===== src/rtl/core/mam_pkg.sv =====
// Package for the moving average and range map block.
// Holds field widths, register indexes, the sequencer state type and the
// control bundle. No dependencies.
package mam_pkg;

  // Field widths of the channels
  localparam int SAMPLE_W   = 10;
  localparam int SPAN_W     = 21;
  localparam int WIN_CFG_W  = 7;
  localparam int CFG_IDX_W  = 2;

  // Full scale of the converter, the default ring depth and the window after reset
  localparam int SAMPLE_MAX     = 1023;
  localparam int RING_DEPTH_DEF = 64;
  localparam int WIN_RESET      = 8;

  // Magnitude of mean times span difference: 10 bits by 21 bits
  localparam int PROD_W = SAMPLE_W + SPAN_W;
  localparam int CNT_W  = $clog2(PROD_W);

  // Register indexes of the configuration port
  localparam logic [CFG_IDX_W-1:0] REG_WINDOW  = 2'd0;
  localparam logic [CFG_IDX_W-1:0] REG_SPAN_LO = 2'd1;
  localparam logic [CFG_IDX_W-1:0] REG_SPAN_HI = 2'd2;

  typedef logic [SAMPLE_W-1:0]      sample_t;
  typedef logic signed [SPAN_W-1:0] span_t;

  // Sequencer states
  typedef enum logic [2:0] {
    ST_IDLE,
    ST_UPD,
    ST_DIV,
    ST_MEAN,
    ST_MUL,
    ST_MAP,
    ST_DONE
  } state_t;

  // Strobes from the sequencer output decode to the datapath
  typedef struct packed {
    logic take_in;
    logic upd;
    logic div_step;
    logic mean_ld;
    logic mul_step;
    logic load_out;
  } ctrl_t;

endpackage


===== src/rtl/core/mam_in_if.sv =====
// Input channel: one converter sample per word.
// Depends on mam_pkg for the sample type.
interface mam_in_if;
  logic             valid;
  logic             ready;
  mam_pkg::sample_t sample;

  modport source (output valid, output sample, input ready);
  modport sink   (input valid, input sample, output ready);
endinterface


===== src/rtl/core/mam_out_if.sv =====
// Result channel: mean and mapped mean per word.
// Depends on mam_pkg for the field types.
interface mam_out_if;
  logic             valid;
  logic             ready;
  mam_pkg::sample_t mean;
  mam_pkg::span_t   scaled;

  modport source (output valid, output mean, output scaled, input ready);
  modport sink   (input valid, input mean, input scaled, output ready);
endinterface


===== src/rtl/core/mam_cfg_if.sv =====
// Configuration write channel: register index and write data per word.
// Depends on mam_pkg for the widths.
interface mam_cfg_if;
  logic                             valid;
  logic                             ready;
  logic [mam_pkg::CFG_IDX_W-1:0]    index;
  logic [mam_pkg::SPAN_W-1:0]       data;

  modport source (output valid, output index, output data, input ready);
  modport sink   (input valid, input index, input data, output ready);
endinterface


===== src/rtl/core/mam_ram.sv =====
// Generic single-write, single-read RAM with registered read data.
// No dependencies.
module mam_ram #(
  parameter int WIDTH = 10,
  parameter int DEPTH = 64
) (
  input  logic                                   clk,
  input  logic                                   we,
  input  logic [(DEPTH > 1 ? $clog2(DEPTH) : 1)-1:0] waddr,
  input  logic [WIDTH-1:0]                       wdata,
  input  logic                                   re,
  input  logic [(DEPTH > 1 ? $clog2(DEPTH) : 1)-1:0] raddr,
  output logic [WIDTH-1:0]                       rdata
);

  logic [WIDTH-1:0] mem [DEPTH];

  // Write port
  always_ff @(posedge clk) begin
    if (we) begin
      mem[waddr] <= wdata;
    end
  end

  // Registered read port
  always_ff @(posedge clk) begin
    if (re) begin
      rdata <= mem[raddr];
    end
  end

endmodule


===== src/rtl/core/moving_average_range_map_top.sv =====
// Boxcar moving average of converter samples with a linear range map.
// Depends on mam_pkg, the three channel interfaces and mam_ram.
//
//   channel  dir  payload                       width
//   in_ch    in   sample                        10
//   out_ch   out  mean, scaled (signed)         10, 21
//   cfg_ch   in   index, data                   2, 21
//
// From accept to result, one shared bit-serial divider runs SUM_W steps for
// the mean and PROD_W steps for the divide by 1023, with a 10-step shift-add
// multiply between. The next sample is taken only once the result of the last
// one has been loaded into the output register; a stalled output holds the
// sequencer in its last state. Synchronous reset clears the ring through
// per-entry valid bits; configuration words are always taken.
module moving_average_range_map_top #(
  parameter int RING_DEPTH = mam_pkg::RING_DEPTH_DEF
) (
  input  logic          clk,
  input  logic          rst_n,
  mam_in_if.sink        in_ch,
  mam_out_if.source     out_ch,
  mam_cfg_if.sink       cfg_ch
);

  localparam int WIN_W  = $clog2(RING_DEPTH + 1);
  localparam int SUM_W  = mam_pkg::SAMPLE_W + WIN_W;
  localparam int SLOT_W = (RING_DEPTH > 1) ? $clog2(RING_DEPTH) : 1;
  localparam int WIN_RST = (mam_pkg::WIN_RESET > RING_DEPTH) ? RING_DEPTH
                                                             : mam_pkg::WIN_RESET;
  localparam int SW  = mam_pkg::SAMPLE_W;
  localparam int PW  = mam_pkg::PROD_W;
  localparam int NW  = mam_pkg::SPAN_W;

  mam_pkg::state_t state_r, state_nxt;
  mam_pkg::ctrl_t  ctrl;

  logic [WIN_W-1:0]        win_r;
  mam_pkg::span_t          span_lo_r, span_hi_r;
  logic [RING_DEPTH-1:0]   vld_r;
  logic [SLOT_W-1:0]       slot_r;
  logic [SUM_W-1:0]        sum_r;
  mam_pkg::sample_t        smp_r;
  logic                    old_vld_r;
  logic [PW-1:0]           dvd_r;
  logic [SW-1:0]           rem_r;
  logic [mam_pkg::CNT_W-1:0] cnt_r;
  logic [SW-1:0]           mpl_r;
  mam_pkg::sample_t        mean_r;
  logic                    neg_r;
  logic [NW-1:0]           mag_r;
  logic                    out_valid_r;
  mam_pkg::sample_t        out_mean_r;
  mam_pkg::span_t          out_scaled_r;

  logic [SW-1:0]           ram_rdata;

  // Sequencer next state
  always_comb begin
    state_nxt = state_r;
    unique case (state_r)
      mam_pkg::ST_IDLE: if (in_ch.valid) state_nxt = mam_pkg::ST_UPD;
      mam_pkg::ST_UPD:  state_nxt = mam_pkg::ST_DIV;
      mam_pkg::ST_DIV:  if (cnt_r == '0) state_nxt = mam_pkg::ST_MEAN;
      mam_pkg::ST_MEAN: state_nxt = mam_pkg::ST_MUL;
      mam_pkg::ST_MUL:  if (cnt_r == '0) state_nxt = mam_pkg::ST_MAP;
      mam_pkg::ST_MAP:  if (cnt_r == '0) state_nxt = mam_pkg::ST_DONE;
      mam_pkg::ST_DONE: if (!out_valid_r || out_ch.ready) state_nxt = mam_pkg::ST_IDLE;
      default:          state_nxt = mam_pkg::ST_IDLE;
    endcase
  end

  // Sequencer output decode
  always_comb begin
    ctrl          = '0;
    in_ch.ready   = 1'b0;
    unique case (state_r)
      mam_pkg::ST_IDLE: begin
        in_ch.ready  = 1'b1;
        ctrl.take_in = in_ch.valid;
      end
      mam_pkg::ST_UPD:  ctrl.upd      = 1'b1;
      mam_pkg::ST_DIV:  ctrl.div_step = 1'b1;
      mam_pkg::ST_MEAN: ctrl.mean_ld  = 1'b1;
      mam_pkg::ST_MUL:  ctrl.mul_step = 1'b1;
      mam_pkg::ST_MAP:  ctrl.div_step = 1'b1;
      mam_pkg::ST_DONE: ctrl.load_out = !out_valid_r || out_ch.ready;
      default: ;
    endcase
  end

  always_ff @(posedge clk) begin
    if (!rst_n) begin
      state_r <= mam_pkg::ST_IDLE;
    end else begin
      state_r <= state_nxt;
    end
  end

  // Ring store
  mam_ram #(
    .WIDTH (SW),
    .DEPTH (RING_DEPTH)
  ) u_ring (
    .clk   (clk),
    .we    (ctrl.upd),
    .waddr (slot_r),
    .wdata (smp_r),
    .re    (ctrl.take_in),
    .raddr (slot_r),
    .rdata (ram_rdata)
  );

  // Sum update and slot advance
  logic [SW-1:0]    old_smp;
  logic [SUM_W-1:0] sum_nxt;
  logic [WIN_W-1:0] slot_inc;
  logic [SLOT_W-1:0] slot_nxt;

  always_comb begin
    old_smp  = old_vld_r ? ram_rdata : '0;
    sum_nxt  = sum_r - SUM_W'(old_smp) + SUM_W'(smp_r);
    slot_inc = WIN_W'(slot_r) + WIN_W'(1);
    slot_nxt = (slot_inc >= win_r) ? '0 : SLOT_W'(slot_inc);
  end

  // Span difference as sign and magnitude
  logic signed [NW:0] span_diff;
  logic [NW:0]        span_mag;

  always_comb begin
    span_diff = {span_hi_r[NW-1], span_hi_r} - {span_lo_r[NW-1], span_lo_r};
    span_mag  = span_diff[NW] ? -span_diff : span_diff;
  end

  // Shared divider step: one quotient bit a cycle
  logic [SW-1:0] divisor;
  logic [SW+1:0] trial;
  logic          ge;
  logic [SW-1:0] rem_nxt;

  always_comb begin
    divisor = (state_r == mam_pkg::ST_DIV) ? SW'(win_r) : SW'(mam_pkg::SAMPLE_MAX);
    trial   = {1'b0, rem_r, dvd_r[PW-1]} - {2'b00, divisor};
    ge      = !trial[SW+1];
    rem_nxt = ge ? trial[SW-1:0] : {rem_r[SW-2:0], dvd_r[PW-1]};
  end

  // Mean from the quotient, saturated to full scale
  logic [SUM_W-1:0]  quo;
  mam_pkg::sample_t  mean_sat;

  always_comb begin
    quo      = dvd_r[SUM_W-1:0];
    mean_sat = (|quo[SUM_W-1:SW]) ? SW'(mam_pkg::SAMPLE_MAX) : quo[SW-1:0];
  end

  // Multiply step and final map
  logic [PW-1:0]      mul_nxt;
  logic signed [NW:0] map_res;
  logic [NW:0]        q_map;

  always_comb begin
    mul_nxt = {dvd_r[PW-2:0], 1'b0} + (mpl_r[SW-1] ? PW'(mag_r) : '0);
    q_map   = dvd_r[NW:0];
    map_res = neg_r ? {span_lo_r[NW-1], span_lo_r} - q_map
                    : {span_lo_r[NW-1], span_lo_r} + q_map;
  end

  // Window clamp on a write
  logic [mam_pkg::WIN_CFG_W-1:0] cfg_win;
  logic [WIN_W-1:0]              win_wr;

  always_comb begin
    cfg_win = cfg_ch.data[mam_pkg::WIN_CFG_W-1:0];
    if (cfg_win == '0) begin
      win_wr = WIN_W'(1);
    end else if (int'(cfg_win) > RING_DEPTH) begin
      win_wr = WIN_W'(RING_DEPTH);
    end else begin
      win_wr = WIN_W'(cfg_win);
    end
  end

  assign cfg_ch.ready = 1'b1;

  // Window state and configuration registers
  always_ff @(posedge clk) begin
    if (!rst_n) begin
      win_r     <= WIN_W'(WIN_RST);
      span_lo_r <= '0;
      span_hi_r <= NW'(1000000);
      vld_r     <= '0;
      slot_r    <= '0;
      sum_r     <= '0;
    end else begin
      if (ctrl.upd) begin
        sum_r         <= sum_nxt;
        vld_r[slot_r] <= 1'b1;
        slot_r        <= slot_nxt;
      end
      if (cfg_ch.valid) begin
        unique case (cfg_ch.index)
          mam_pkg::REG_WINDOW: begin
            win_r  <= win_wr;
            vld_r  <= '0;
            sum_r  <= '0;
            slot_r <= '0;
          end
          mam_pkg::REG_SPAN_LO: span_lo_r <= cfg_ch.data;
          mam_pkg::REG_SPAN_HI: span_hi_r <= cfg_ch.data;
          default: ;
        endcase
      end
    end
  end

  // Datapath shift registers
  always_ff @(posedge clk) begin
    if (ctrl.take_in) begin
      smp_r     <= in_ch.sample;
      old_vld_r <= vld_r[slot_r];
    end
    if (ctrl.upd) begin
      dvd_r <= PW'(sum_nxt) << (PW - SUM_W);
      rem_r <= '0;
      cnt_r <= mam_pkg::CNT_W'(SUM_W - 1);
      neg_r <= span_diff[NW];
      mag_r <= span_mag[NW-1:0];
    end
    if (ctrl.div_step) begin
      dvd_r <= {dvd_r[PW-2:0], ge};
      rem_r <= rem_nxt;
      cnt_r <= cnt_r - mam_pkg::CNT_W'(1);
    end
    if (ctrl.mean_ld) begin
      mean_r <= mean_sat;
      mpl_r  <= mean_sat;
      dvd_r  <= '0;
      rem_r  <= '0;
      cnt_r  <= mam_pkg::CNT_W'(SW - 1);
    end
    if (ctrl.mul_step) begin
      dvd_r <= mul_nxt;
      mpl_r <= {mpl_r[SW-2:0], 1'b0};
      cnt_r <= (cnt_r == '0) ? mam_pkg::CNT_W'(PW - 1) : cnt_r - mam_pkg::CNT_W'(1);
    end
  end

  // Output register
  always_ff @(posedge clk) begin
    if (!rst_n) begin
      out_valid_r  <= 1'b0;
      out_scaled_r <= '0;
    end else if (ctrl.load_out) begin
      out_valid_r  <= 1'b1;
      out_mean_r   <= mean_r;
      out_scaled_r <= map_res[NW-1:0];
    end else if (out_ch.ready) begin
      out_valid_r  <= 1'b0;
    end
  end

  assign out_ch.valid  = out_valid_r;
  assign out_ch.mean   = out_mean_r;
  assign out_ch.scaled = out_scaled_r;

  // Checks on the sequencer, window state and output register
  a_upd_after_accept: assert property (@(posedge clk) disable iff (!rst_n)
    (state_r == mam_pkg::ST_UPD) |-> $past(ctrl.take_in))
    else $error("update without an accepted sample");

  a_slot_in_window: assert property (@(posedge clk) disable iff (!rst_n)
    (WIN_W'(slot_r) < win_r))
    else $error("write slot outside the window");

  a_sum_bound: assert property (@(posedge clk) disable iff (!rst_n)
    (int'(sum_r) <= mam_pkg::SAMPLE_MAX * RING_DEPTH))
    else $error("running sum above full scale");

  a_no_overwrite: assert property (@(posedge clk) disable iff (!rst_n)
    ctrl.load_out |-> (!out_valid_r || out_ch.ready))
    else $error("pending result overwritten");

  a_div_count: assert property (@(posedge clk) disable iff (!rst_n)
    (state_r == mam_pkg::ST_DIV) |-> (int'(cnt_r) < SUM_W))
    else $error("mean divider count out of range");

endmodule


===== src/flat_wrapper.sv =====
// flat-port wrapper written by rule: the top's interface ports become plain ports
module moving_average_range_map_top_flat 
#(
  parameter int RING_DEPTH = mam_pkg::RING_DEPTH_DEF
)
  (clk, rst_n, in_ch_valid, in_ch_sample, in_ch_ready, out_ch_valid, out_ch_mean, out_ch_scaled, out_ch_ready, cfg_ch_valid, cfg_ch_index, cfg_ch_data, cfg_ch_ready);
  mam_in_if in_ch_i ();
  mam_out_if out_ch_i ();
  mam_cfg_if cfg_ch_i ();
  input  logic clk;
  input  logic rst_n;
  input wire logic [$bits(in_ch_i.valid)-1:0] in_ch_valid;
  input wire logic [$bits(in_ch_i.sample)-1:0] in_ch_sample;
  output wire logic [$bits(in_ch_i.ready)-1:0] in_ch_ready;
  output wire logic [$bits(out_ch_i.valid)-1:0] out_ch_valid;
  output wire logic [$bits(out_ch_i.mean)-1:0] out_ch_mean;
  output wire logic [$bits(out_ch_i.scaled)-1:0] out_ch_scaled;
  input wire logic [$bits(out_ch_i.ready)-1:0] out_ch_ready;
  input wire logic [$bits(cfg_ch_i.valid)-1:0] cfg_ch_valid;
  input wire logic [$bits(cfg_ch_i.index)-1:0] cfg_ch_index;
  input wire logic [$bits(cfg_ch_i.data)-1:0] cfg_ch_data;
  output wire logic [$bits(cfg_ch_i.ready)-1:0] cfg_ch_ready;
  assign in_ch_i.valid = in_ch_valid;
  assign in_ch_i.sample = in_ch_sample;
  assign in_ch_ready = in_ch_i.ready;
  assign out_ch_valid = out_ch_i.valid;
  assign out_ch_mean = out_ch_i.mean;
  assign out_ch_scaled = out_ch_i.scaled;
  assign out_ch_i.ready = out_ch_ready;
  assign cfg_ch_i.valid = cfg_ch_valid;
  assign cfg_ch_i.index = cfg_ch_index;
  assign cfg_ch_i.data = cfg_ch_data;
  assign cfg_ch_ready = cfg_ch_i.ready;
  moving_average_range_map_top #(.RING_DEPTH(RING_DEPTH)) u_core (.clk(clk), .rst_n(rst_n), .in_ch(in_ch_i), .out_ch(out_ch_i), .cfg_ch(cfg_ch_i));
endmodule

===== config.mk =====
export PLATFORM = sky130hd
export DESIGN_NAME = moving_average_range_map_top_flat
export DESIGN_NICKNAME = d
export VERILOG_FILES = /design/src/rtl/core/mam_pkg.sv /design/src/rtl/core/mam_in_if.sv /design/src/rtl/core/mam_out_if.sv /design/src/rtl/core/mam_cfg_if.sv /design/src/rtl/core/mam_ram.sv /design/src/rtl/core/moving_average_range_map_top.sv /design/src/flat_wrapper.sv
export SDC_FILE = /design/constraint.sdc
export NUM_CORES = 1
export LEC_CHECK = 0
export BUFFER_PORTS_ARGS = -buffer_cell sky130_fd_sc_hd__buf_2
export CORE_MARGIN = 10
export CORE_UTILIZATION = 45
export CTS_CLUSTER_DIAMETER = 60
export CTS_CLUSTER_SIZE = 30
export DETAILED_ROUTE_END_ITERATION = 7
export PLACE_DENSITY = 0.65
export SYNTH_ARGS = -nofsm -noshare
export SYNTH_HDL_FRONTEND = slang
export SYNTH_HIERARCHICAL = 1
export SYNTH_SLANG_ARGS = --single-unit

===== constraint.sdc =====
create_clock -name clk -period 8.6 [get_ports clk]
set_input_delay 0 -clock clk [delete_from_list [all_inputs] [get_ports clk]]
set_output_delay 0 -clock clk [all_outputs]
set_load 0.05 [all_outputs]

### After elaboration in Yosys (flattened, before gate mapping)

Memories as Yosys holds them, arrays and structs flattened. A register that Yosys moved wholly into a read port is not among the register bits.
Cells that the tools add are included.

* bits in registers: 270
* memory bits (writable): 640
* input bits: 38
* output and inout bits: 34
* word-level logic and storage cells: 121
* memories kept: 1

Memories
* u_core.u_ring.mem: depth 64, width 10, read ports 1, clocked after Yosys merged registers in 1, wr ports 1, line mam_ram.sv:16 `logic [WIDTH-1:0] mem [DEPTH];`

* add/subtract/negate cells: 10
* order comparisons: 4
* eq/ne operators: 13
* mux-type cells: 53
* bitwise logic cells: 1
* reductions and logical operators: 19

Operators with widths (count)
* 2-to-1 mux 64 bit: 3
* 2-to-1 mux 31 bit: 4
* 2-to-1 mux 10 bit: 8
* bitwise OR 64 bit: 1
* 2-to-1 mux 21 bit: 3
* 2-to-1 mux 17 bit: 3
* adder 31 x 21 -> 31 bit: 1
* 2-to-1 mux 5 bit: 5
* 2-to-1 mux 6 bit: 4
* subtractor 21 x 21 -> 22 bit: 1
* adder 21 bit: 1
* negator 21 bit: 1
* one-hot mux 3 bit (7 select lines): 1
* subtractor 21 bit: 1
* adder 17 x 10 -> 17 bit: 1
* subtractor 17 x 10 -> 17 bit: 1
* 2-to-1 mux 3 bit: 5
* 2-to-1 mux 7 bit: 2
* 2-to-1 mux 1 bit: 13
* subtractor 11 x 10 -> 12 bit: 1
* == test 3 bit, second input constant: 3
* AND reduction 2 bit: 4
* adder 6 x 1 -> 7 bit, second input constant: 1
* greater-or-equal comparator 7 bit: 1
* other kinds (24): 31

### Longest topological paths before layout

Gate-level depths: netlist of the first run.

* depth in word-level cells: 8
* depth in mapped cells: 18
* gate-level depth less buffers: 16

### By module

Netlist of the first run, hierarchy kept.

Modules (own cells, without submodules)
* mam_ram: times used 1, cells each 1118, area an instance 25201.7 sq um
* moving_average_range_map_top: times used 1, cells each 1844, area an instance 16138.0 sq um

### Worst setup path before layout of the first run

OpenSTA, ideal clock, no wires.

* path type: register to register
* start point: register u_core.smp_r[1]
* end point: register u_core.dvd_r[26] (data pin)
* library setup time: 264 ps
* arrival time: 4173 ps
* required time: 8336 ps
* slack: 4162 ps
* cell stages (with the launch flop): 16
* buffers on the path: 0
* cell sequence: edfxtp_1 > inv_1 > fa_1 > inv_1 > fa_1 > a21o_1 > a21oi_1 > o21ai_0 > and3_1 > a2111oi_1 > o21bai_1 > a21oi_1 > xnor2_1 > a22o_1 > a22oi_1 > o21ai_1

* word-level cells in the longest chain between the ends: 5

Ends and longest elaborated chain
* start: declaration: line moving_average_range_map_top.sv:42 `mam_pkg::sample_t smp_r;`
* start signal: assignment: line moving_average_range_map_top.sv:220 `smp_r <= in_ch.sample;`
* adder 17 x 10 -> 17 bit: line moving_average_range_map_top.sv:121 `sum_nxt = sum_r - SUM_W'(old_smp) + SUM_W'(smp_r);`
* 2-to-1 mux 31 bit: line moving_average_range_map_top.sv:223 `if (ctrl.upd) begin`
* 2-to-1 mux 31 bit: line moving_average_range_map_top.sv:230 `if (ctrl.div_step) begin`
* 2-to-1 mux 31 bit: line moving_average_range_map_top.sv:235 `if (ctrl.mean_ld) begin`
* 2-to-1 mux 31 bit: line moving_average_range_map_top.sv:242 `if (ctrl.mul_step) begin`
* end signal: assignment: line moving_average_range_map_top.sv:224 `dvd_r <= PW'(sum_nxt) << (PW - SUM_W);`
* end signal: assignment: line moving_average_range_map_top.sv:231 `dvd_r <= {dvd_r[PW-2:0], ge};`
* end signal: assignment: line moving_average_range_map_top.sv:243 `dvd_r <= mul_nxt;`
* end: declaration: line moving_average_range_map_top.sv:44 `logic [PW-1:0] dvd_r;`

Every way passes these cells. The select of a mux whose other input is x is not followed.
A chain may end at the register's enable or synchronous reset.

### Final worst setup path of the first run

* start point: register u_core.state_r[0]
* end point: register u_core.rem_r[7]

* word-level cells in the longest chain between the ends: 5
* elaborated cells between the ends (all ways): 13
* classes of those cells: add/sub (1); eq/ne (4); mux (6); reduce/logical (2)

Ends and longest elaborated chain
* start: declaration: line moving_average_range_map_top.sv:34 `mam_pkg::state_t state_r, state_nxt;`
* start signal: assignment: line moving_average_range_map_top.sv:93 `state_r <= mam_pkg::ST_IDLE;`
* start signal: assignment: line moving_average_range_map_top.sv:95 `state_r <= state_nxt;`
* == test 3 x 2 -> 1 bit: line moving_average_range_map_top.sv:76, moving_average_range_map_top.sv:142
* 2-to-1 mux 10 bit: line moving_average_range_map_top.sv:142 `divisor = (state_r == mam_pkg::ST_DIV) ? SW'(win_r) : SW'(mam_pkg::SAMPLE_MAX);`
* subtractor 11 x 10 -> 12 bit: line moving_average_range_map_top.sv:143 `trial = {1'b0, rem_r, dvd_r[PW-1]} - {2'b00, divisor};`
* 2-to-1 mux 10 bit: line moving_average_range_map_top.sv:145 `rem_nxt = ge ? trial[SW-1:0] : {rem_r[SW-2:0], dvd_r[PW-1]};`
* 2-to-1 mux 10 bit: line moving_average_range_map_top.sv:230
* end signal: assignment: line moving_average_range_map_top.sv:232 `rem_r <= rem_nxt;`
* end: declaration: line moving_average_range_map_top.sv:45 `logic [SW-1:0] rem_r;`

Parallel ways exist; a longest one is shown, timed or not.

==> out/metrics.yaml, run 1 <==
gp_congestion: 0.864
post_cts_buffers: 0
drt_iter0_drc: 2088
max_slew_margin: 0.159
ys.flop_type: "edfxtp_1"
die_area_sq_um: 104000
power.density_nw_per_um2: 231
fmax_mhz: 193
tightestPinTransition_ps: 1260
ctsResizeCount: 0
grt_overflow_total: 0
path_class: "reg -> reg"
hold_class: "in -> reg"
finalHoldViolCount: 0
ant_nets: 0
multi_input_area_sq_um: 14400
status: "finished, final reports clean"
core-area_sq_um: 91400
syn_nets: 3113
yosysTopAreaCell: "edfxtp_1"
synth-compound-area-share: 0.0876
path_max_fanout: 20
synthAdderAreaFrac: 0.0367
arrival_ps: 5710
worstPathCellList: "nor2_1 -> nand2_1 -> inv_1 -> nand2b_1 -> ha_1 -> nor2b_1 -> o21ai_0 -> a21boi_0 -> o21ai_0 -> a21boi_0 -> o21ai_0 -> and2_1 -> o2111ai_1 -> mux2_2 -> a22o_1"
clk_pin_slew_ps: 90
clock_sinks: 920
synthArstFlopShare: 0
synth_edf_count: 748
ys_seq_area_frac: 0.627
slowest_delay_ps: 1010
drt_wl_total_um: 96100
synth.distinct_cells: 90
holdWs_ps: 57.1
start_util: 0.452
cp_common_cell: "o21ai_0"
antenna_found_initial: 0
cts_hold_buf: 47
cts_root_buf: "clkbuf_16"
via_per_inst: 5.86
pin_count: 72
grt_util_met3: 0.0285
yosysTopAreaCellShare: 0.543
fin_setup_tns_ps: 0
htree_levels: 3
setup_violations: 0
ys.warnings.count: 6
cts_tree: "done"
synth-simple-area-share: 0.0851
fin_crit_ps: 5170
dp_hpwl_um: 61400
startpoint_type: "flip-flop"
power.total_w: 0.0106
grt_busiest_layer: "met2"
grt_pass1_wl_um: 149000
drc: 0
fp.dieW_um: 323
port_buffers: 70
synth_commonest_cells: "748 x edfxtp_1, 241 x nor2_1, 223 x nand2_1, 172 x dfxtp_1, 166 x mux4_2"
first_global_vias: 25300
fin_crit_sh: 0.602
grtUsageMet1: 0.247
nets: 3199
leakagePower_nw: 15.3
grt_setup_unrepaired: "no"
firstDrtPassIters: 5
rows: 111
synth_top_family_by_area: "multiplexers"
dp_slack_ps: 3480
report.final.slew_viol_count: 0
use_met2: 0.304
vias: 25100
clk_latency_ps: 660
cp_num_buf_inv: 1
syn_to_final_growth_pct: 11.0
clockBufferDepth: 3
avgSynthCellArea_sq_um: 14.0
seqCellArea_sq_um: 25900
synthMuxAreaShare: 0.113
cts_made_buffers: 68
fillers: 7568
critPathCaptureType: "flip-flop"
grt_max_degree: 92
syn-cell-area_sq_um: 41300
required_ps: 9130
skew_ps: 43.8
wl_per_cell_um: 22.4
drv_cap: 0
cpLargestDelayFamily: "compound AO/OA/AOI/OAI gates"
grtUsageTotal: 0.183
yosysMostFrequentCell: "edfxtp_1"
postLayoutSetupSlackWorst_ps: 3430
ys_ff_latch: 920
crit_path_top_delay_cell: "o2111ai_1"
netlist_top_cells_area: "edfxtp_1 54%, mux4_2 9.0%, dfxtp_1 8.3%"
peakVddDrop_uv: 111
syn-instance-count: 2962
synth_xor_area_frac: 0.0250
fp.dieH_um: 323
drive_above_1_share: 0.148
## logic make-up (layout without fill, tap and decap cells)
| kind of cell | after synthesis | in the layout |
|---|---|---|
| compound gates | 550 | 550 |
| flops | 920 | 920 |
| buf+inv | 261 | 401 |
| other cells | 1 | 2 |
| fa+ha+maj | 113 | 113 |
| mux | 253 | 253 |
| xor+xnor | 117 | 117 |
| simple gates | 747 | 747 |
## cell usage in the layout, fill, tap and decap left out, drive strengths merged, types with 19 or more instances in the layout
master	instances
and2	57
nand2	224
nand2b	26
nor2	241
xor2	44
edfxtp	748
buf	108
nor2b	35
inv	145
xnor2	73
mux2	22
dlygate4sd3	47
a21o	38
nand3	33
mux4	166
a22o	28
nand4	19
a211oi	22
clkbuf	75
a21oi	168
mux2i	65
a22oi	27
and3	20
nor3	33
ha	99
clkinv	20
o22ai	24
dfxtp	172
a21boi	44
o21ai	98
## power by group
group	switching (W)	total [W]	internal [W]	leakage [nW]
sequential	0.000164	0.00521	0.00504	8.14
combinational	0.00108	0.00183	0.000754	5.90
clock	0.00176	0.00357	0.00181	1.23
## cell type report
class,count,share of cell area
diodes,1,0.0000545
clock buffers,75,0.0388
clock inverters,49,0.0164
inverters,122,0.00998
multi-input cells,1781,0.313
flip-flops and latches,920,0.565
well taps,1186,0.0323
repair buffers,155,0.0241
## metrics by stage
step / instances / instance area (sq um) / util
floorplan: 2962 / 41300 / -
global placement: 4117 / 42900 / 0.469
detailed placement: 4117 / 42900 / 0.469
CTS: 4288 / 45900 / 0.502
global route: 4288 / 45900 / 0.502
finish: 4289 / 45900 / 0.502
## per-layer routing
| metal | up-vias | part of all wire |
|---|---|---|
| met5 | - | 0 |
| met4 | 0 | 0.026 |
| met3 | 155 | 0.063 |
| met2 | 797 | 0.49 |
| met1 | 12800 | 0.43 |
| li1 | 11400 | - |
## worst paths after layout
kind | from | endpoint | slack [ps] | cells past startpoint
max | u_core/state_r[0] | u_core/rem_r[7] | 3430 | 15
min | in_ch_sample[7] | u_core/smp_r[7] | 60 | 2
max reg2reg | u_core/state_r[0] | u_core/rem_r[7] | 3430 | 15
min reg2reg | u_core/mean_r[9] | u_core/out_ch.mean[9] | 420 | 0
## sequential cells by signal (all words and copies together) (netlist names)
signal,count
u_core/u_ring/mem,640
u_core/vld_r,64
u_core/dvd_r,31
u_core/mag_r,21
u_core/out_ch.scaled,21
u_core/span_hi_r,21
u_core/span_lo_r,21
u_core/sum_r,17
u_core/mean_r,10
u_core/mpl_r,10
u_core/out_ch.mean,10
u_core/rem_r,10
u_core/smp_r,10
u_core/u_ring/rdata,10
u_core/win_r,7
u_core/slot_r,6
u_core/cnt_r,5
u_core/state_r,3
u_core/neg_r,1
u_core/old_vld_r,1
u_core/out_ch.valid,1
Note: power is estimated with default switching activity, not from simulation.
==> inputs of run 2 (changes only) <==
--- a/config.mk
+++ b/config.mk
@@ -11,7 +11,7 @@
 export CTS_CLUSTER_DIAMETER = 60
 export CTS_CLUSTER_SIZE = 30
 export DETAILED_ROUTE_END_ITERATION = 7
-export PLACE_DENSITY = 0.65
+export PLACE_DENSITY = 0.68
 export SYNTH_ARGS = -nofsm -noshare
 export SYNTH_HDL_FRONTEND = slang
 export SYNTH_HIERARCHICAL = 1
==> constraint.sdc (replaced) <==
create_clock -name clk -period 4.6 [get_ports clk]
set_input_delay 0 -clock clk [delete_from_list [all_inputs] [get_ports clk]]
set_output_delay 0 -clock clk [all_outputs]
set_load 0.05 [all_outputs]
==> run 2 against run 1 <==
Register-to-register slack worse by 3100 ps; die area unchanged; first-iteration DRC count up 21%; clock power up 72%; power up 82%; wire length down 2.2%; clock-buffer cell count down 10; fmax up 21%; via count down 2.1%; largest cell class unchanged; highest routed layer is now met5.
==> out/metrics.yaml, run 2 (synthesis results as in run 1) <==
dp_hpwl_um: 61500  # +0.10%
core-area_sq_um: 91400  # unchanged
fp.dieH_um: 323  # unchanged
pin_count: 72  # unchanged
wl_per_cell_um: 21.8  # -2.8%
ant_nets: 0  # unchanged
r2r_cells: 16  # +1
clockBufferDepth: 3  # unchanged
fmax_mhz: 233  # +21%
rows: 111  # unchanged
antenna_found_initial: 3  # +3
regMostFlops: "u_core/u_ring/mem"
fin_setup_tns_ps: 0  # unchanged
tightestPinTransition_ps: 1240  # -21.8 ps
required_ps: 5010  # -4120 ps
fp.dieW_um: 323  # unchanged
r2r_end: "u_core/dvd_r[26]"
vias: 24600  # -2.1%
report.final.slew_viol_count: 0  # unchanged
cts_root_buf: "clkbuf_16"
holdPathStages: 2  # unchanged
worstReg2RegStart: "u_core/old_vld_r"
peakVddDrop_uv: 347  # +210%
arrival_ps: 4710  # -1000 ps
grt_pass1_wl_um: 146000  # -1.9%
path_max_fanout: 10  # -50%
grt_setup_unrepaired: "no"
p_sw_w: 0.00552  # +84%
drt_wl_total_um: 94000  # -2.2%
ctsResizeCount: 0  # unchanged
grtUsageTotal: 0.180  # -0.00335
seqPwrFrac: 0.504  # +0.013
clock_sinks: 920  # unchanged
leakagePower_nw: 15.4  # +0.74%
cts_tree: "done"
cts_made_buffers: 60  # -12%
worstPathCellList: "and2_1 -> ha_1 -> inv_1 -> ha_1 -> fa_1 -> a21o_1 -> a21oi_1 -> o21ai_0 -> and3_1 -> a2111oi_1 -> o21bai_1 -> a21oi_1 -> xnor2_1 -> a22o_1 -> a22oi_1 -> o21ai_1"
power.density_nw_per_um2: 419  # +81%
grt_overflow_total: 0  # unchanged
die_area_sq_um: 104000  # unchanged
max_slew_margin: 0.173  # +0.0146
start_util: 0.452  # unchanged
rrSetupSlack_ps: 310  # -3120 ps
setup_violations: 0  # unchanged
slowest_delay_ps: 570  # -440 ps
clk_latency_ps: 700  # +40 ps
startpoint_type: "flip-flop"
htree_levels: 2  # -1
critPathCaptureType: "flip-flop"
clk_pin_slew_ps: 90  # about the same
largest_reg_flops: 640  # unchanged
worstHoldStart: "in_ch_sample[4]"
grt_max_degree: 70  # -24%
p_int_w: 0.0138  # +81%
skew_ps: 48.2  # +4.47 ps
first_global_vias: 24000  # -5.2%
fin_crit_ps: 4290  # -881 ps
hold_end: "u_core/smp_r[4]"
drive_above_1_share: 0.157  # +0.00981
gp_congestion: 0.847  # -2.0%
top_regs: "u_core/u_ring/mem x640, u_core/vld_r x64, u_core/dvd_r x31"
crit_path_top_delay_cell: "a2111oi_1"
nets: 3231  # +1.0%
drv_cap: 0  # unchanged
layout_common_cells: "748 x edfxtp_1, 241 x nor2_1, 222 x nand2_1"
via_per_inst: 5.69  # -2.8%
firstDrtPassIters: 6  # +1
status: "finished, final reports clean"
syn_to_final_growth_pct: 11.3
clkPwrFrac: 0.318  # -0.019
path_class: "reg -> reg"
port_buffers: 70  # unchanged
swShare: 0.286  # +0.00380
hold_class: "in -> reg"
power.share.combinational: 0.178  # +0.005
drt_iter0_drc: 2532  # +21%
final_common_cell: "edfxtp_1"
fin_crit_sh: 0.933  # +0.332
drc: 0  # unchanged
finalHoldViolCount: 0  # unchanged
power.total_w: 0.0193  # +82%
==> run 2: changes by cell type in the layout (fill, tap and decap cells not counted), sizes merged <==
cell	previous run	this run
clkbuf	75	65
bufinv	6	4
buf	108	157
inv	145	144
dlygate4sd3	47	38
clkinv	20	21
clkinvlp	0	1
==> run 2: power by group through the flow <==
| stage | Sequential [W] | Clock [W] | Combinational [W] |
|---|---|---|---|
| final | 0.00972 | 0.00614 | 0.00342 |
| after CTS | 0.00972 | 0.00627 | 0.00343 |
| after floorplan | 0.00986 | 0 | 0.00252 |
| after detailed placement | 0.00991 | 0 | 0.00338 |
| after global routing | 0.00976 | 0.00658 | 0.00380 |
| after global placement | 0.00991 | 0 | 0.00335 |
==> run 2: final cells by class <==
type	count	area, sq um
clock buffer	65	1540
tap	1186	1480
sequential	920	25900
multi-input combinational	1781	14400
timing repair buffer	195	1460
clock inverter	48	762
fill	7602	45400
inverter	122	458
antenna	1	2.50
==> run 2: how the worst max path moves through the flow <==
stage               cells past startpoint             start                to
floorplan                              15   u_core/smp_r[1]  u_core/dvd_r[26]
global placement                       16  u_core/old_vld_r  u_core/dvd_r[26]
detailed placement                     16  u_core/old_vld_r  u_core/dvd_r[26]
CTS                                    16  u_core/old_vld_r  u_core/dvd_r[26]
global route                           16  u_core/old_vld_r  u_core/dvd_r[26]
finish                                 16  u_core/old_vld_r  u_core/dvd_r[26]
==> run 2: metal layers <==
metal / GRT usage / wire (um) / vias up
met3: 0.0253 / 6170 / 134
met5: 0 / 13 / -
met2: 0.297 / 45200 / 754
li1: - / - / 11400
met4: 0.0420 / 1960 / 2
met1: 0.251 / 40700 / 12300
==> run 2: timing repair <==
action,in CTS,in global routing
hold buffers,38,0
endpoints found under the setup margin,0,0
setup buffers,0,0
hold endpoints to repair,65,0
==> run 2: worst max-delay path, delay by kind of cell (launching register included) <==
kind                     cells  cell delay, ps
AO/OA/AOI/OAI                9            2080
XOR/XNOR                     1             150
adder cells (fa/ha/maj)      3             930
buffers and inverters        1              40
flip-flops                   1             490
AND/OR/NAND/NOR              2             360
==> run 2: metrics by stage <==
| stage | instance area, sq um | hold slack (ps) | setup WS, ps | std cells | utilization |
|---|---|---|---|---|---|
| 2_1_floorplan | 41300 | 98.9 | 162 | 2962 | - |
| 3_3_place_gp | 43300 | 180 | 421 | 4166 | 0.474 |
| 3_5_place_dp | 43300 | 179 | 311 | 4166 | 0.474 |
| 4_1_cts | 46000 | 29.8 | 308 | 4317 | 0.503 |
| 5_1_grt | 46000 | 67.0 | 3.38 | 4318 | 0.503 |
| 6_report | 46000 | 79.1 | 306 | 4318 | 0.503 |
==> inputs of run 3 (changes only) <==
==> constraint.sdc (replaced) <==
create_clock -name clk -period 4.6 [get_ports clk]
set_input_delay 0.23 -clock clk [delete_from_list [all_inputs] [get_ports clk]]
set_output_delay 0.23 -clock clk [all_outputs]
set_load 0.05 [all_outputs]
==> run 3 against run 2 <==
The flow now finishes with violations (design-rule violations); cell area shrank 0.27%; combinational power is essentially flat; clock-buffer cell count shrank 6; first-iteration DRC count grew 0.16%; critical path depth is the same; wire length shrank 0.17%; non-clock buffer count shrank 3; sequential power is essentially flat; fmax grew 2.8%; critical endpoint unchanged; largest cell class unchanged.
==> out/metrics.yaml, run 3 (synthesis results as in run 1) <==
startpoint_type: "flip-flop"
gp_congestion: 0.847  # about the same
post_cts_buffers: 0  # unchanged
hold_class: "in -> reg"
clock_sinks: 920  # unchanged
arrival_ps: 4600  # -110 ps
first_global_vias: 23800  # -0.77%
drt_iter0_drc: 2536  # +0.16%
clockBufferDepth: 3  # unchanged
path_class: "reg -> reg"
drive_above_1_share: 0.158  # about the same
violations: "design-rule violations"
multi_input_area_sq_um: 14400  # about the same
ant_nets: 0  # unchanged
core-area_sq_um: 91400  # unchanged
setup_violations: 0  # unchanged
vias: 24600  # +0.0041%
drv_cap: 0  # unchanged
fillers: 7642  # +0.53%
required_ps: 5020  # about the same
dp_slack_ps: 373  # +61.6 ps
grt_max_degree: 70  # unchanged
firstDrtPassIters: 8  # +2
grt_overflow_total: 0  # unchanged
syn_to_final_growth_pct: 11.0
rows: 111  # unchanged
rrSetupSlack_ps: 420  # +120 ps
cts_made_buffers: 57  # -5.0%
htree_levels: 2  # unchanged
report.final.slew_viol_count: 0  # unchanged
fp.dieH_um: 323  # unchanged
final_common_cell: "edfxtp_1"
skew_ps: 54.4  # +6.20 ps
die_area_sq_um: 104000  # unchanged
pin_count: 72  # unchanged
tightestPinTransition_ps: 1230  # -2.10 ps
leakagePower_nw: 15.3  # -0.34%
regMostFlops: "u_core/u_ring/mem"
finalHoldViolCount: 0  # unchanged
via_per_inst: 5.71  # +0.24%
drt_wl_total_um: 93800  # -0.17%
peakVddDrop_uv: 365  # +5.1%
drc: 2  # +2
wl_per_cell_um: 21.8  # about the same
grt_pass1_wl_um: 146000  # -0.15%
grtUsageTotal: 0.180  # -0.000549
dp_hpwl_um: 61100  # -0.61%
grt_setup_unrepaired: "no"
antenna_found_initial: 1  # -2
port_buffers: 70  # unchanged
cts_root_buf: "clkbuf_16"
nets: 3225  # -0.19%
clk_latency_ps: 690  # about the same
path_max_fanout: 10  # unchanged
critPathCaptureType: "flip-flop"
fp.dieW_um: 323  # unchanged
clk_pin_slew_ps: 90  # about the same
fin_crit_ps: 4180  # -118 ps
seqCellArea_sq_um: 25900  # unchanged
start_util: 0.452  # unchanged
postLayoutSetupSlackWorst_ps: 424  # +118 ps
status: "complete, but fails checks"
fin_crit_sh: 0.908  # -0.0257
largest_reg_flops: 640  # unchanged
layout_common_cells: "748 x edfxtp_1, 241 x nor2_1, 222 x nand2_1"
fin_setup_tns_ps: 0  # unchanged
top_regs: "u_core/u_ring/mem x640, u_core/vld_r x64, u_core/dvd_r x31"
fmax_mhz: 239  # +2.8%
cts_tree: "done"
max_slew_margin: 0.174  # +0.00141
antennaDiodeCount: 0  # -1
power.density_nw_per_um2: 418  # -0.39%
run 3: cell count changes in the layout (fill, tap and decap cells not counted), moves of 3 or more:
cell / change
inv_16: +3
clkinv_8: -4
clkbuf_1: -4
dlygate4sd3_1: -4
inv_12: -3
run 3: path summary, 6_finish.rpt:
path | from | endpoint | depth (start not counted)
worst max-delay path | u_core/old_vld_r | u_core/dvd_r[26] | 16
worst min-delay path | in_ch_valid | u_core/state_r[0] | 5
worst max register to register | u_core/old_vld_r | u_core/dvd_r[26] | 16
worst min register to register | u_core/mean_r[9] | u_core/out_ch.mean[9] | 0
run 3: timing repair:
item,CTS,global route
hold buffers,34,0
endpoints found under the setup margin,0,1
gates resized for setup,0,1
endpoints found under the hold margin,60,0
run 3: layout make-up:
class | instances | share of cell area
multi-input cells | 1781 | 0.313
inverters | 122 | 0.00998
repair buffers | 192 | 0.0311
clock inverters | 48 | 0.0160
clock buffers | 59 | 0.0322
flip-flops and latches | 920 | 0.565
well taps | 1186 | 0.0324
run 3: per-layer routing:
metal / global-route usage / wire [um]
met2: 0.296 / 45400
met4: 0.0355 / 1630
met1: 0.255 / 41000
met3: 0.0227 / 5890
met5: 0 / 13
run 3: power breakdown:
group / internal, W / switching (W) / total [W]
combinational: 0.00144 / 0.00199 / 0.00343
sequential: 0.00942 / 0.000301 / 0.00972
clock: 0.00278 / 0.00321 / 0.00600
total: 0.0136 / 0.00551 / 0.0192
run 3: critical path, stage by stage (launching register included):
cell and delay (ps):
edfxtp_1 500, and2_1 200, ha_1 270, inv_1 40, ha_1 210, fa_1 460
a21o_1 170, a21oi_1 270, o21ai_0 150, and3_1 170, a2111oi_2 430, o21bai_1 110
a21oi_1 330, xnor2_1 160, a22o_1 200, a22oi_1 180, o21ai_1 90
run 3: stage by stage:
stage               cells   util  instance area, sq um  power, W  hold WS, ps
floorplan            2962      -                 41300    0.0124          329
global placement     4167  0.474                 43300    0.0133          404
detailed placement   4167  0.474                 43300    0.0133          412
CTS                  4308  0.502                 45900    0.0193         71.8
global route         4308  0.502                 45900    0.0200          131
finish               4308  0.502                 45900    0.0192          109
